`config.mk`:
```
export PLATFORM = sky130hd
export DESIGN_NAME = fifo_counting_semaphore
export DESIGN_NICKNAME = d
export VERILOG_FILES = /design/src/hw/rtl/fcsem_pkg.sv /design/src/hw/rtl/fcsem_ctrl.sv /design/src/hw/rtl/fcsem_dp.sv /design/src/hw/rtl/fifo_counting_semaphore.sv
export SDC_FILE = /design/constraint.sdc
export NUM_CORES = 1
export LEC_CHECK = 0
export BUFFER_PORTS_ARGS = -buffer_cell sky130_fd_sc_hd__buf_2
export CAP_MARGIN = 20
export CORE_UTILIZATION = 45
export DETAILED_ROUTE_END_ITERATION = 16
export PLACE_DENSITY = 0.67
export SYNTH_ARGS = -nofsm -noshare
export SYNTH_HDL_FRONTEND = slang
export SYNTH_SLANG_ARGS = --single-unit
```
`constraint.sdc`:
```
create_clock -name clk_i -period 4.7 [get_ports clk_i]
set_input_delay 0.94 -clock clk_i [delete_from_list [all_inputs] [get_ports clk_i]]
set_output_delay 0.94 -clock clk_i [all_outputs]
set_load 0.05 [all_outputs]
```
`src/hw/rtl/fcsem_pkg.sv`:
```
// Package for the FIFO counting semaphore: widths, request/result item types,
// status and kind codes, controller state and controller/datapath interface.
// No dependencies.
package fcsem_pkg;

  localparam int unsigned QueueDepth = 16;
  localparam int unsigned QIdxW      = $clog2(QueueDepth);
  localparam int unsigned QCntW      = $clog2(QueueDepth + 1);
  localparam int unsigned TidW       = 8;
  localparam int unsigned CountW     = 16;
  localparam int unsigned UnitsW     = 16;

  // Request kinds
  localparam logic [1:0] KIND_WAIT   = 2'd0;
  localparam logic [1:0] KIND_SIGNAL = 2'd1;
  localparam logic [1:0] KIND_CLOSE  = 2'd2;

  // Result kinds
  localparam logic RK_STATUS = 1'b0;
  localparam logic RK_WAKE   = 1'b1;

  // Status codes
  localparam logic [1:0] ST_OK      = 2'd0;
  localparam logic [1:0] ST_BLOCKED = 2'd1;
  localparam logic [1:0] ST_CLOSED  = 2'd2;
  localparam logic [1:0] ST_FULL    = 2'd3;

  typedef struct packed {
    logic [1:0]        kind;
    logic [TidW-1:0]   thread_id;
    logic [UnitsW-1:0] units;
  } req_t;

  typedef struct packed {
    logic            result_kind;
    logic [1:0]      status;
    logic [TidW-1:0] woken_thread;
    logic            woken_by_close;
    logic            last;
  } rsp_t;

  // One waiter entry of the queue
  typedef struct packed {
    logic [TidW-1:0]   tid;
    logic [UnitsW-1:0] need;
  } waiter_t;

  typedef enum logic [0:0] {
    CTRL_IDLE = 1'b0,
    CTRL_WALK = 1'b1
  } ctrl_state_e;

  // Commands from controller to datapath
  typedef struct packed {
    logic exec;      // apply the accepted request
    logic step;      // retire the pending result, maybe wake the head
    logic load_cfg;  // reload count, empty queue, reopen
  } dp_cmd_t;

  // Status from datapath to controller
  typedef struct packed {
    logic more;      // another wake follows the pending result
    logic out_free;  // output register can take an item this cycle
  } dp_stat_t;

endpackage

```
`src/hw/rtl/fcsem_ctrl.sv`:
```
// Controller of the FIFO counting semaphore: two-state sequencer that accepts a
// request, then walks the waiter queue one item per cycle while the output is free. Uses fcsem_pkg.
module fcsem_ctrl import fcsem_pkg::*; (
  input  logic     clk_i,
  input  logic     rst_ni,
  input  logic     in_valid_i,
  output logic     in_stall_o,
  input  logic     cfg_valid_i,
  output logic     cfg_ready_o,
  input  dp_stat_t stat_i,
  output dp_cmd_t  cmd_o
);

  ctrl_state_e state_q, state_d;

  // State register
  always_ff @(posedge clk_i or negedge rst_ni) begin
    if (!rst_ni) begin
      state_q <= CTRL_IDLE;
    end else begin
      state_q <= state_d;
    end
  end

  // Next state and commands
  always_comb begin
    state_d       = state_q;
    in_stall_o    = 1'b1;
    cfg_ready_o   = 1'b0;
    cmd_o.exec     = 1'b0;
    cmd_o.step     = 1'b0;
    cmd_o.load_cfg = 1'b0;
    case (state_q)
      CTRL_IDLE: begin
        in_stall_o     = 1'b0;
        // Hold off a register write while a request is offered
        cfg_ready_o    = !in_valid_i;
        cmd_o.load_cfg = cfg_valid_i && !in_valid_i;
        if (in_valid_i) begin
          cmd_o.exec = 1'b1;
          state_d    = CTRL_WALK;
        end
      end
      CTRL_WALK: begin
        // Retire one item per cycle while the output can take it
        if (stat_i.out_free) begin
          cmd_o.step = 1'b1;
          if (!stat_i.more) begin
            state_d = CTRL_IDLE;
          end
        end
      end
      default: begin
        state_d = CTRL_IDLE;
      end
    endcase
  end

endmodule

```
`src/hw/rtl/fcsem_dp.sv`:
```
// Datapath of the FIFO counting semaphore: count, closed flag, waiter queue
// memory with registered head read, pending result and output register.
// Uses fcsem_pkg.
module fcsem_dp import fcsem_pkg::*; (
  input  logic              clk_i,
  input  logic              rst_ni,
  input  dp_cmd_t           cmd_i,
  input  req_t              req_i,
  input  logic [CountW-1:0] cfg_data_i,
  input  logic              out_stall_i,
  output logic              out_valid_o,
  output rsp_t              out_item_o,
  output dp_stat_t          stat_o
);

  localparam logic [QIdxW-1:0] LastIdx = QIdxW'(QueueDepth - 1);

  logic [CountW-1:0] count_q, count_d;
  logic              closed_q, closed_d;
  logic [QIdxW-1:0]  head_q, head_d, tail_q, tail_d;
  logic [QCntW-1:0]  occ_q, occ_d;
  logic              walk_q, walk_d;
  logic              by_close_q, by_close_d;
  rsp_t              pend_q, pend_d;
  rsp_t              out_q, out_d;
  logic              out_vld_q, out_vld_d;
  waiter_t           mem [QueueDepth];
  waiter_t           rd_q;
  logic              we;
  waiter_t           wdata;
  logic [CountW:0]   sum;
  logic [CountW-1:0] sat_sum;
  logic              more;

  assign out_valid_o     = out_vld_q;
  assign out_item_o      = out_q;
  assign stat_o.out_free = !out_vld_q || !out_stall_i;
  assign stat_o.more     = more;

  // Saturating add for a signal
  assign sum     = {1'b0, count_q} + (CountW + 1)'(req_i.units);
  assign sat_sum = sum[CountW] ? {CountW{1'b1}} : sum[CountW-1:0];

  // Head wakes when the walk is on and it fits, or on close
  assign more = walk_q && (occ_q != '0) &&
                (by_close_q || ((CountW + 1)'(rd_q.need) <= (CountW + 1)'(count_q)));

  assign wdata.tid  = req_i.thread_id;
  assign wdata.need = req_i.units;

  always_comb begin
    count_d    = count_q;
    closed_d   = closed_q;
    head_d     = head_q;
    tail_d     = tail_q;
    occ_d      = occ_q;
    walk_d     = walk_q;
    by_close_d = by_close_q;
    pend_d     = pend_q;
    out_d      = out_q;
    out_vld_d  = out_vld_q;
    we         = 1'b0;

    // Drop the output item once taken
    if (out_vld_q && !out_stall_i) begin
      out_vld_d = 1'b0;
    end

    // Reload from the configuration register
    if (cmd_i.load_cfg) begin
      count_d  = cfg_data_i;
      closed_d = 1'b0;
      head_d   = '0;
      tail_d   = '0;
      occ_d    = '0;
    end

    // Apply a request and prepare its status item
    if (cmd_i.exec) begin
      pend_d             = '0;
      pend_d.result_kind = RK_STATUS;
      pend_d.status      = ST_OK;
      walk_d             = 1'b0;
      by_close_d         = 1'b0;
      case (req_i.kind)
        KIND_WAIT: begin
          if (closed_q) begin
            pend_d.status = ST_CLOSED;
          end else if (req_i.units == '0) begin
            pend_d.status = ST_OK;
          end else if ((CountW + 1)'(count_q) >= (CountW + 1)'(req_i.units)) begin
            count_d = count_q - CountW'(req_i.units);
          end else if (occ_q == QCntW'(QueueDepth)) begin
            pend_d.status = ST_FULL;
          end else begin
            we            = 1'b1;
            tail_d        = (tail_q == LastIdx) ? '0 : tail_q + 1'b1;
            occ_d         = occ_q + 1'b1;
            pend_d.status = ST_BLOCKED;
          end
        end
        KIND_SIGNAL: begin
          if (closed_q) begin
            pend_d.status = ST_CLOSED;
          end else begin
            count_d = sat_sum;
            walk_d  = 1'b1;
          end
        end
        KIND_CLOSE: begin
          closed_d   = 1'b1;
          walk_d     = 1'b1;
          by_close_d = 1'b1;
        end
        default: begin
          pend_d.status = ST_OK;
        end
      endcase
    end

    // Retire the pending item; if the head wakes, it becomes the next pending
    if (cmd_i.step) begin
      out_d      = pend_q;
      out_d.last = !more;
      out_vld_d  = 1'b1;
      if (more) begin
        pend_d.result_kind    = RK_WAKE;
        pend_d.status         = ST_OK;
        pend_d.woken_thread   = rd_q.tid;
        pend_d.woken_by_close = by_close_q;
        pend_d.last           = 1'b0;
        if (!by_close_q) begin
          count_d = count_q - CountW'(rd_q.need);
        end
        head_d = (head_q == LastIdx) ? '0 : head_q + 1'b1;
        occ_d  = occ_q - 1'b1;
      end
    end
  end

  // Control registers
  always_ff @(posedge clk_i or negedge rst_ni) begin
    if (!rst_ni) begin
      count_q    <= '0;
      closed_q   <= 1'b0;
      head_q     <= '0;
      tail_q     <= '0;
      occ_q      <= '0;
      walk_q     <= 1'b0;
      by_close_q <= 1'b0;
      out_vld_q  <= 1'b0;
    end else begin
      count_q    <= count_d;
      closed_q   <= closed_d;
      head_q     <= head_d;
      tail_q     <= tail_d;
      occ_q      <= occ_d;
      walk_q     <= walk_d;
      by_close_q <= by_close_d;
      out_vld_q  <= out_vld_d;
    end
  end

  // Payload registers
  always_ff @(posedge clk_i) begin
    pend_q <= pend_d;
    out_q  <= out_d;
  end

  // Waiter queue: write at tail, registered read of the next head entry
  always_ff @(posedge clk_i) begin
    if (we) begin
      mem[tail_q] <= wdata;
    end
    if (we && (tail_q == head_d)) begin
      rd_q <= wdata;
    end else begin
      rd_q <= mem[head_d];
    end
  end

endmodule

```
`src/hw/rtl/fifo_counting_semaphore.sv`:
```
// Counting semaphore with a FIFO of waiters. Every request, a refused one or an
// unknown kind too, yields one status item; a signal or close also yields one wake
// item per woken thread, the queue walk retiring one item a cycle through the output
// register unless it stalls. Reset gives count 0, open, empty queue;
// queue storage needs no clearing. Uses fcsem_pkg, fcsem_ctrl and fcsem_dp.
module fifo_counting_semaphore import fcsem_pkg::*; (
  input  logic              clk_i,
  input  logic              rst_ni,
  input  logic              in_valid_i,
  output logic              in_stall_o,
  input  req_t              in_item_i,
  output logic              out_valid_o,
  input  logic              out_stall_i,
  output rsp_t              out_item_o,
  input  logic              cfg_valid_i,
  output logic              cfg_ready_o,
  input  logic [CountW-1:0] cfg_data_i
);

  dp_cmd_t  cmd;
  dp_stat_t stat;

  // Sequencer
  fcsem_ctrl u_ctrl (
    .clk_i       (clk_i),
    .rst_ni      (rst_ni),
    .in_valid_i  (in_valid_i),
    .in_stall_o  (in_stall_o),
    .cfg_valid_i (cfg_valid_i),
    .cfg_ready_o (cfg_ready_o),
    .stat_i      (stat),
    .cmd_o       (cmd)
  );

  // Count, queue and result registers
  fcsem_dp u_dp (
    .clk_i       (clk_i),
    .rst_ni      (rst_ni),
    .cmd_i       (cmd),
    .req_i       (in_item_i),
    .cfg_data_i  (cfg_data_i),
    .out_stall_i (out_stall_i),
    .out_valid_o (out_valid_o),
    .out_item_o  (out_item_o),
    .stat_o      (stat)
  );

endmodule

```
==> results of run 1 <==
==> cells by family (layout without fill, tap and decap cells) <==
group / Yosys count / count (layout) / synth area share, %
mux: 143 / 143 / 14.6
compound gates: 216 / 216 / 7.15
buf+inv: 117 / 270 / 2.38
flops: 447 / 447 / 65.0
simple gates: 216 / 216 / 5.30
fa+ha+maj: 61 / 61 / 3.90
xor+xnor: 39 / 39 / 1.70
==> synthesized netlist by cell type (9+ instances only) <==
cell type | number | area share [%]
nor2_1 | 46 | 0.86
a21oi_1 | 56 | 1.4
dfrtp_1 | 34 | 4.2
a21o_1 | 19 | 0.71
nor3_1 | 16 | 0.40
xnor2_1 | 27 | 1.2
o21ai_0 | 44 | 1.1
nand2_1 | 73 | 1.4
mux2i_1 | 19 | 0.94
dfxtp_1 | 16 | 1.6
a31oi_1 | 12 | 0.37
edfxtp_1 | 397 | 59
xor2_1 | 12 | 0.52
inv_1 | 58 | 1.1
buf_2 | 11 | 0.27
nand2b_1 | 11 | 0.34
nor2b_1 | 10 | 0.31
buf_1 | 11 | 0.20
mux4_2 | 120 | 13
clkbuf_1 | 32 | 0.60
o31ai_1 | 9 | 0.34
nand3_1 | 11 | 0.27
ha_1 | 58 | 3.6
==> stage by stage <==
| step | setup WS (ns) | cells | utilization, % |
|---|---|---|---|
| global route | 0.0697 | 1984 | 52.4 |
| global placement | 0.444 | 1906 | 49.1 |
| finish | 0.317 | 1984 | 52.4 |
| floorplan | -1.13 | 1239 | - |
| CTS | 0.314 | 1984 | 52.4 |
| detailed placement | 0.315 | 1906 | 49.1 |
==> critical path, cell delays in order, from the launching register on <==
cell,delay (ns)
dfxtp_4,0.44
buf_4,0.34
mux4_2,0.54
mux4_2,0.47
inv_1,0.15
ha_1,0.25
and2b_1,0.17
o21ai_1,0.07
a21o_1,0.20
a211o_1,0.37
a311oi_4,0.33
buf_4,0.36
mux2i_1,0.13
a221oi_1,0.27
a41oi_1,0.08
==> per-layer routing <==
layer / vias to the layer above / part of all wire [%] / track usage [%]
li1: 5140 / - / -
met1: 5944 / 45 / 31.9
met2: 429 / 46 / 33.6
met3: 79 / 6.6 / 3.97
met4: 2 / 2.3 / 6.48
met5: - / 0.027 / 0
==> layout make-up <==
type,count,area (um2)
fillers,3552,21100
repair buffers,134,1010
flip-flops and latches,447,13100
inverters,58,218
well taps,592,741
clock buffers,56,1190
clock inverters,22,284
multi-input cells,675,6620
==> state kept, by name, indices dropped and copies added, names as in the netlist, named ones only <==
register,count
u_dp.by_close_q,1
u_dp.out_item_o,13
u_dp.pend_q,12
u_dp.count_q,16
u_dp.occ_q,5
u_dp.out_valid_o,1
u_dp.head_q,4
u_dp.mem,384
u_dp.closed_q,1
u_dp.walk_q,1
u_ctrl.state_q,1
u_dp.tail_q,4
==> report_power, final <==
| group | total, uW | internal (uW) | switching, uW |
|---|---|---|---|
| sequential | 4770 | 4550 | 224 |
| clock | 3600 | 2090 | 1520 |
| combinational | 4240 | 1810 | 2430 |
==> final timing paths <==
kind                                         startpoint                             to  cells after the start
worst max-delay path                               flop        u_dp.occ_q[2]$_DFF_PN0_                     14
max in group asynchronous                        rst_ni        u_dp.walk_q$_DFFE_PN0P_                      1
worst max register to register                     flop        u_dp.occ_q[2]$_DFF_PN0_                     14
worst min-delay path            u_dp.pend_q[10]$_DFF_P_  u_dp.out_item_o[10]$_DFFE_PP_                      0
min in group asynchronous                        rst_ni      u_dp.count_q[2]$_DFF_PN0_                      1
worst min register to register  u_dp.pend_q[10]$_DFF_P_  u_dp.out_item_o[10]$_DFFE_PP_                      0
==> reports/results.ini, run 1 <==
[cts]
ctsHtreeMaxLevel=2
numCtsBuffers=45
clkLatencyLatePin_ns=0.60
cts.repair.resized=0
cts_root_buffer=clkbuf_16
cts.path.max_buffers=3
post_cts_buffers=0
clkTransAtPathRegs_ns=0.06
cts_tree=yes
clock_sinks=447
ctsHoldBuffers=0

[layout]
diodes=0
area_growth_pct=15.0
final_common_cell=edfxtp_1
stdcell_area_um2=23200
layout-drive-gt1-share_pct=24.9
nets=1469
layout_common_cells=edfxtp_1 (397), mux4_2 (120), nand2_1 (73), buf_2 (62), buf_4 (59)

[floorplanning]
fp.dieH_um=214
initial_utilization_pct=45.6
rows=77
die_area_um2=45600
core_area_um2=44200
num_io_pins=63
die_x_um=214

[setup_path]
start_kind=flop
critPathCaptureType=flop
critPathKind=reg -> reg
cp_data_required_time_ns=5.12
path_max_fanout=34
rrSetupSlack_ns=0.32
arrival_ns=4.81

[global_route]
antenna_found_initial=1
grt_pass1_vias=11500
grt_pass1_wl_um=72100
grtUsageTotal_pct=21.9
grt-ovfl-total=0
grt_max_degree=45

[outcome]
run_status=completed

[routing]
routed_wl_um=48800
wl_per_cell_um=24.6
ant_nets=0
via_per_inst=5.84
drc=0
drtPass1Iterations=7
dr_total_vias=11600
drt_iter0_drc=1324

[synth]
synth_area_per_cell_um2=16.3
synth-seq-area-share_pct=65.0
synth_cell_type_count=70
synth-seq-cells=447
synthArstFlopShare_pct=7.61
synthesis.area_um2=20100
synth_edf_count=397
netlist_instances=1239
ys.flop_type=edfxtp_1
syn-num-nets=1347
yosysWarnings=0

[sta]
tightest_slew_ns=0.903
skew_ns=0.0416
final.setup.tns_ns=0
rsz0062_at_grt=false
timing.slew.headroom_pct=39.8
setup-violations-final=0
hold_viol=0
fmax_ghz=0.228
period_minus_slack_ns=4.38
min_period_over_period_pct=93.2
slew_viol_final=0
hold_ws_ns=0.433

[worst_hold_path]
hold_path_class=reg -> reg

[place]
placed_area_um2=21700
port-buffer-count=62
dp_hpwl_um=31900
place_congestion=0.924

[pwr]
leakage_uw=0.00807
irDropWorstVdd_v=0.000287
total_power_uw=12600
power_density_nw_per_um2=545

[run]
maxCapViolCount=0

Power figures use the tool's default switching activity.
==> run 2: changes to the inputs <==
--- a/config.mk
+++ b/config.mk
@@ -6,4 +6,5 @@
 export NUM_CORES = 1
 export LEC_CHECK = 0
+export ABC_CLOCK_PERIOD_IN_PS = 4700
 export BUFFER_PORTS_ARGS = -buffer_cell sky130_fd_sc_hd__buf_2
 export CAP_MARGIN = 20
==> constraint.sdc (replaced) <==
create_clock -name clk_i -period 4.7 [get_ports clk_i]
set_input_delay 0.705 -clock clk_i [delete_from_list [all_inputs] [get_ports clk_i]]
set_output_delay 0.705 -clock clk_i [all_outputs]
set_load 0.05 [all_outputs]
==> reports/results.ini, run 2 (same netlist as run 1, synthesis figures left out) <==
[layout]
stdcell_area_um2=23300  ; was 23,200 um2
area_growth_pct=15.6  ; was 15.0%
largest_reg_flops=384  ; unchanged
final_common_cell=edfxtp_1  ; unchanged
layout_common_cells=edfxtp_1 (397), mux4_2 (120), nand2_1 (73), buf_2 (62)  ; was edfxtp_1 (397), mux4_2 (120), nand2_1 (73), buf_2 (62), buf_4 (59)
layout-drive-gt1-share_pct=24.1  ; was 24.9%
regMostFlops=u_dp.mem  ; unchanged
nets=1456  ; was 1,469
fin_util_pct=52.6  ; was 52.4%

[pwr]
irDropWorstVdd_v=0.000327  ; was 0.000287 V
leakage_uw=0.00807  ; about the same
power_density_nw_per_um2=548  ; was 545 nW/um2

[setup_path]
reg2reg_to=u_dp.count_q[15]$_DFF_PN0_  ; was u_dp.occ_q[2]$_DFF_PN0_
worstSetupEndpoint=u_dp.count_q[15]$_DFF_PN0_  ; was u_dp.occ_q[2]$_DFF_PN0_
rrSetupSlack_ns=0.20  ; was 0.32 ns
start_kind=flop  ; unchanged
arrival_ns=4.99  ; was 4.81 ns
cpMaxStageDelayCell=mux4_2  ; unchanged
critPathKind=reg -> reg  ; unchanged
critPathCaptureType=flop  ; unchanged
path_depth=12  ; was 14
crit_family=compound AO/OA/AOI/OAI gates  ; unchanged
path_max_fanout=35  ; was 34
crit_chain=buf_12, mux4_2, mux4_2, fa_1, and2b_1, o21ai_1, a21o_1, a211o_1, a311oi_4, buf_4, nand2b_1, o221a_2  ; was buf_4, mux4_2, mux4_2, inv_1, ha_1, and2b_1, o21ai_1, a21o_1, a211o_1, a311oi_4, buf_4, mux2i_1, a221oi_1, a41oi_1
path_common_cell=mux4_2
max_stage_delay_ns=0.53  ; was 0.54 ns
worstRegToRegCells=12  ; was 14
cp_num_buf_inv=2  ; was 3
cp_data_required_time_ns=5.19  ; was 5.12 ns

[sta]
setup-violations-final=0  ; unchanged
hold_viol=0  ; unchanged
min_period_over_period_pct=95.7  ; was 93.2%
slew_viol_final=0  ; unchanged
fmax_ghz=0.222  ; was 0.228 GHz
hold_ws_ns=0.213  ; was 0.433 ns
timing.slew.headroom_pct=28.2  ; was 39.8%
skew_ns=0.0353  ; was 0.0416 ns
period_minus_slack_ns=4.50  ; was 4.38 ns
rsz0062_at_grt=false  ; unchanged
tightest_slew_ns=1.07  ; was 0.903 ns

[cts]
numCtsBuffers=46  ; was 45
cts_root_buffer=clkbuf_16  ; unchanged
cts.path.max_buffers=3  ; unchanged
clkLatencyLatePin_ns=0.60  ; about the same
clock_sinks=447  ; unchanged
cts_tree=yes  ; unchanged
clkTransAtPathRegs_ns=0.07  ; was 0.06 ns
cts.repair.resized=0  ; unchanged
ctsHoldBuffers=0  ; unchanged
ctsHtreeMaxLevel=2  ; unchanged
post_cts_buffers=0  ; unchanged

[floorplanning]
die_area_um2=45600  ; unchanged
core_area_um2=44200  ; unchanged
num_io_pins=63  ; unchanged
fp.dieH_um=214  ; unchanged
initial_utilization_pct=45.6  ; unchanged
rows=77  ; unchanged
die_x_um=214  ; unchanged

[global_route]
busiest_layer=met2  ; unchanged
met1_usage_pct=32.1  ; was 31.9%
grt_util_met3_pct=3.87  ; was 3.97%
met2_usage_pct=34.8  ; was 33.6%
grt_max_degree=36  ; was 45
grt_pass1_wl_um=73600  ; was 72,100 um
antenna_found_initial=2  ; was 1
grt_pass1_vias=11700  ; was 11,500
grtUsageTotal_pct=22.3  ; was 21.9%
grt-ovfl-total=0  ; unchanged

[routing]
drc=0  ; unchanged
drtPass1Iterations=5  ; was 7
drt_iter0_drc=1138  ; was 1,324
ant_nets=0  ; unchanged
routed_wl_um=49600  ; was 48,800 um
wl_per_cell_um=25.1  ; was 24.6 um
via_per_inst=5.94  ; was 5.84
dr_total_vias=11700  ; was 11,600

[place]
place_congestion=0.908  ; was 0.924
placed_area_um2=21700  ; about the same
port-buffer-count=62  ; unchanged
dp_hpwl_um=31600  ; was 31,900 um

[outcome]
run_status=completed  ; unchanged

[worst_hold_path]
hold_path_class=in -> async  ; was reg -> reg

[run]
maxCapViolCount=0  ; unchanged

-- run 2: cell count changes in the layout (fill, tap and decap cells not counted), sizes merged --
| cell | previous run | this run |
|---|---|---|
| clkinv | 12 | 13 |
| buf | 134 | 120 |
| bufinv | 5 | 6 |
| clkbuf | 56 | 60 |
| diode | 0 | 1 |
-- run 2: worst min path at each step --
stage,to,slack (ns),depth (start not counted)
after CTS,u_dp.count_q[9]$_DFF_PN0_,0.24,1
final,u_dp.count_q[9]$_DFF_PN0_,0.21,1
after floorplan,u_ctrl.state_q$_DFF_PN0_,0.41,0
after global placement,u_dp.out_item_o[10]$_DFFE_PP_,0.41,0
after global routing,u_dp.count_q[11]$_DFF_PN0_,0.27,1
after detailed placement,u_dp.out_item_o[5]$_DFFE_PP_,0.42,0
-- run 2: per-stage QoR --
stage / std cells / total power (uW) / TNS [ns] / setup WS, ns
after global placement: 1892 / 8920 / 0 / 0.233
after global routing: 1976 / 13300 / 0 / 0.00689
after CTS: 1976 / 12800 / 0 / 0.212
after detailed placement: 1892 / 8970 / 0 / 0.231
final: 1977 / 12700 / 0 / 0.203
after floorplan: 1239 / 7860 / -84.52 / -0.893
-- run 2: power breakdown --
group / switching (uW) / total, uW / leakage [uW] / internal [uW]
registers: 225 / 4770 / 0.00414 / 4550
logic: 2380 / 4170 / 0.00316 / 1780
clock network: 1550 / 3810 / 0.000765 / 2250
total: 4160 / 12700 / 0.00807 / 8580
-- run 2: final cells by class --
class | instances | area [um2]
diodes | 1 | 2.50
inverters | 58 | 218
fillers | 3518 | 20900
flip-flops and latches | 447 | 13100
multi-input cells | 675 | 6620
repair buffers | 120 | 1010
clock buffers | 60 | 1270
well taps | 592 | 741
clock inverters | 24 | 318
-- run 2: worst register-to-register path, cell delays in order (launching register included) --
cell and delay [ns]:
dfxtp_4 0.46, buf_12 0.26, mux4_2 0.54, mux4_2 0.52, fa_1 0.43, and2b_1 0.22
o21ai_1 0.07, a21o_1 0.20, a211o_1 0.38, a311oi_4 0.29, buf_4 0.37, nand2b_1 0.30
o221a_2 0.37
-- run 2: routing by layer --
metal,vias to the layer above,routed length [um]
li1,5123,-
met1,6091,21900
met2,442,23000
met3,86,3450
met4,2,1200
met5,-,8
==> run 3: changes to the inputs <==
RECOVER_POWER = 50   (was not set)
==> reports/results.ini, run 3 (same netlist as run 1, synthesis figures left out) <==
[setup_path]
critPathCaptureType=flop  ; unchanged
start_kind=flop  ; unchanged
cp_data_required_time_ns=5.19  ; about the same
path_max_fanout=35  ; unchanged
worstRegToRegCells=12  ; unchanged
critPathKind=reg -> reg  ; unchanged
arrival_ns=4.99  ; about the same

[sta]
setup_ws_ns=0.203  ; about the same
rsz0062_at_grt=false  ; unchanged
hold_viol=0  ; unchanged
period_minus_slack_ns=4.50  ; about the same
min_period_over_period_pct=95.7  ; about the same
final.setup.tns_ns=0  ; unchanged
timing.slew.headroom_pct=-36.1  ; was 28.2%
tightest_slew_ns=2.04  ; was 1.07 ns
skew_ns=0.0332  ; was 0.0353 ns
setup-violations-final=0  ; unchanged
fmax_ghz=0.222  ; about the same
slew_viol_final=35  ; was 0

[routing]
drc=0  ; unchanged
dr_total_vias=11700  ; about the same
drt_iter0_drc=1203  ; was 1,138
routed_wl_um=49500  ; was 49,600 um
drtPass1Iterations=7  ; was 5
via_per_inst=5.91  ; was 5.94
wl_per_cell_um=25.0  ; was 25.1 um
ant_nets=0  ; unchanged

[floorplanning]
die_x_um=214  ; unchanged
rows=77  ; unchanged
fp.dieH_um=214  ; unchanged
die_area_um2=45600  ; unchanged
num_io_pins=63  ; unchanged
initial_utilization_pct=45.6  ; unchanged
core_area_um2=44200  ; unchanged

[pwr]
leakage_uw=0.00795  ; was 0.00807 uW
p_clk_share_pct=29.9  ; about the same
intPower_uw=8570  ; was 8580 uW
p_comb_share_pct=32.6  ; was 32.7%
irDropWorstVdd_v=0.000328  ; was 0.000327 V
swShare_pct=32.6  ; was 32.7%
p_sw_uw=4150  ; was 4160 uW
p_seq_share_pct=37.5  ; was 37.4%
power_density_nw_per_um2=549  ; was 548 nW/um2

[global_route]
grt_max_degree=36  ; unchanged
grt-ovfl-total=0  ; unchanged
grt_pass1_vias=11700  ; unchanged
grtUsageTotal_pct=22.3  ; unchanged
antenna_found_initial=1  ; was 2
grt_pass1_wl_um=73600  ; unchanged

[layout]
area_growth_pct=15.1  ; was 15.6%
n_fill_cell=3542  ; was 3,518
layout-drive-gt1-share_pct=21.4  ; was 24.1%
layout_common_cells=edfxtp_1 (397), mux4_2 (120), nand2_1 (73), inv_1 (58), ha_1 (58)  ; was edfxtp_1 (397), mux4_2 (120), nand2_1 (73), buf_2 (62)
regMostFlops=u_dp.mem  ; unchanged
fin_util_pct=52.5  ; was 52.6%
largest_reg_flops=384  ; unchanged
final_common_cell=edfxtp_1  ; unchanged
nets=1456  ; unchanged

[cts]
cts_tree=yes  ; unchanged
clkTransAtPathRegs_ns=0.07  ; about the same
clkLatencyLatePin_ns=0.60  ; about the same
post_cts_buffers=0  ; unchanged
ctsHtreeMaxLevel=2  ; unchanged
ctsHoldBuffers=0  ; unchanged
cts.repair.resized=0  ; unchanged
cts.path.max_buffers=3  ; unchanged
cts_root_buffer=clkbuf_16  ; unchanged
clock_sinks=447  ; unchanged
numCtsBuffers=46  ; unchanged

[place]
place_congestion=0.908  ; unchanged
dp_slack_ns=0.231  ; unchanged
dp_hpwl_um=31600  ; unchanged
port-buffer-count=62  ; unchanged

[outcome]
violations=max-capacitance violations, max-slew violations
run_status=complete, but fails checks  ; was completed

[run]
maxCapViolCount=1  ; was 0

[worst_hold_path]
holdPathStages=2
hold_path_class=in -> reg  ; was in -> async

run 3: cell types whose count changed in the layout (fill, tap and decap cells not counted), sizes merged:
| cell | previous run | this run |
|---|---|---|
| buf | 120 | 83 |
| clkbuf | 60 | 97 |
run 3: path summary, 6_finish.rpt:
check / start / end / slack [ns]
setup reg to reg: flop / u_dp.count_q[15]$_DFF_PN0_ / 0.20
setup / recovery: flop / u_dp.count_q[15]$_DFF_PN0_ / 0.20
hold reg to reg: u_dp.pend_q[5]$_DFF_P_ / u_dp.out_item_o[5]$_DFFE_PP_ / 0.43
min in group asynchronous: rst_ni / u_dp.count_q[9]$_DFF_PN0_ / 0.69
hold / removal: out_stall_i / u_dp.out_valid_o$_DFFE_PN0P_ / 0.34
max in group asynchronous: rst_ni / u_dp.count_q[0]$_DFF_PN0_ / 2.82
run 3: cell type report:
| class | count | area (um2) | area share [%] |
|---|---|---|---|
| diodes | 1 | 2.50 | 0.0108 |
| clock buffers | 60 | 1270 | 5.46 |
| clock inverters | 24 | 318 | 1.37 |
| inverters | 58 | 218 | 0.939 |
| multi-input cells | 675 | 6620 | 28.5 |
| flip-flops and latches | 447 | 13100 | 56.5 |
| well taps | 592 | 741 | 3.19 |
| repair buffers | 120 | 927 | 4.00 |
run 3: power groups by stage:
stage / Sequential (uW) / Clock (uW) / Combinational (uW)
2_1_floorplan: 4920 / 0 / 2940
3_3_place_gp: 4840 / 0 / 4080
3_5_place_dp: 4850 / 0 / 4130
4_1_cts: 4770 / 3870 / 4150
5_1_grt: 4800 / 4020 / 4510
6_report: 4780 / 3800 / 4150
run 3: metrics by stage:
step	cell area, um2	total power (uW)	hold WS (ns)	std cells
finish	23200	12700	0.337	1977
detailed placement	21700	8970	0.418	1892
global route	23200	13300	0.335	1976
floorplan	20200	7860	0.408	1239
CTS	23300	12800	0.237	1976
global placement	21700	8920	0.413	1892
run 3: routing by layer:
metal | vias to the layer above | share of wire (%) | GRT usage, %
li1 | 5123 | - | -
met1 | 6025 | 44 | 32.1
met2 | 466 | 47 | 34.8
met3 | 75 | 7.2 | 3.87
met4 | 2 | 2.2 | 6.55
met5 | - | 0.016 | 0
run 3: critical path: stages, from the launching register on:
cell and delay [ns]:
dfxtp_4 0.46, buf_12 0.25, mux4_2 0.53, mux4_2 0.52, fa_1 0.42, and2b_1 0.22
o21ai_1 0.07, a21o_1 0.20, a211o_1 0.38, a311oi_4 0.29, buf_4 0.36, nand2b_1 0.29
o221a_2 0.37
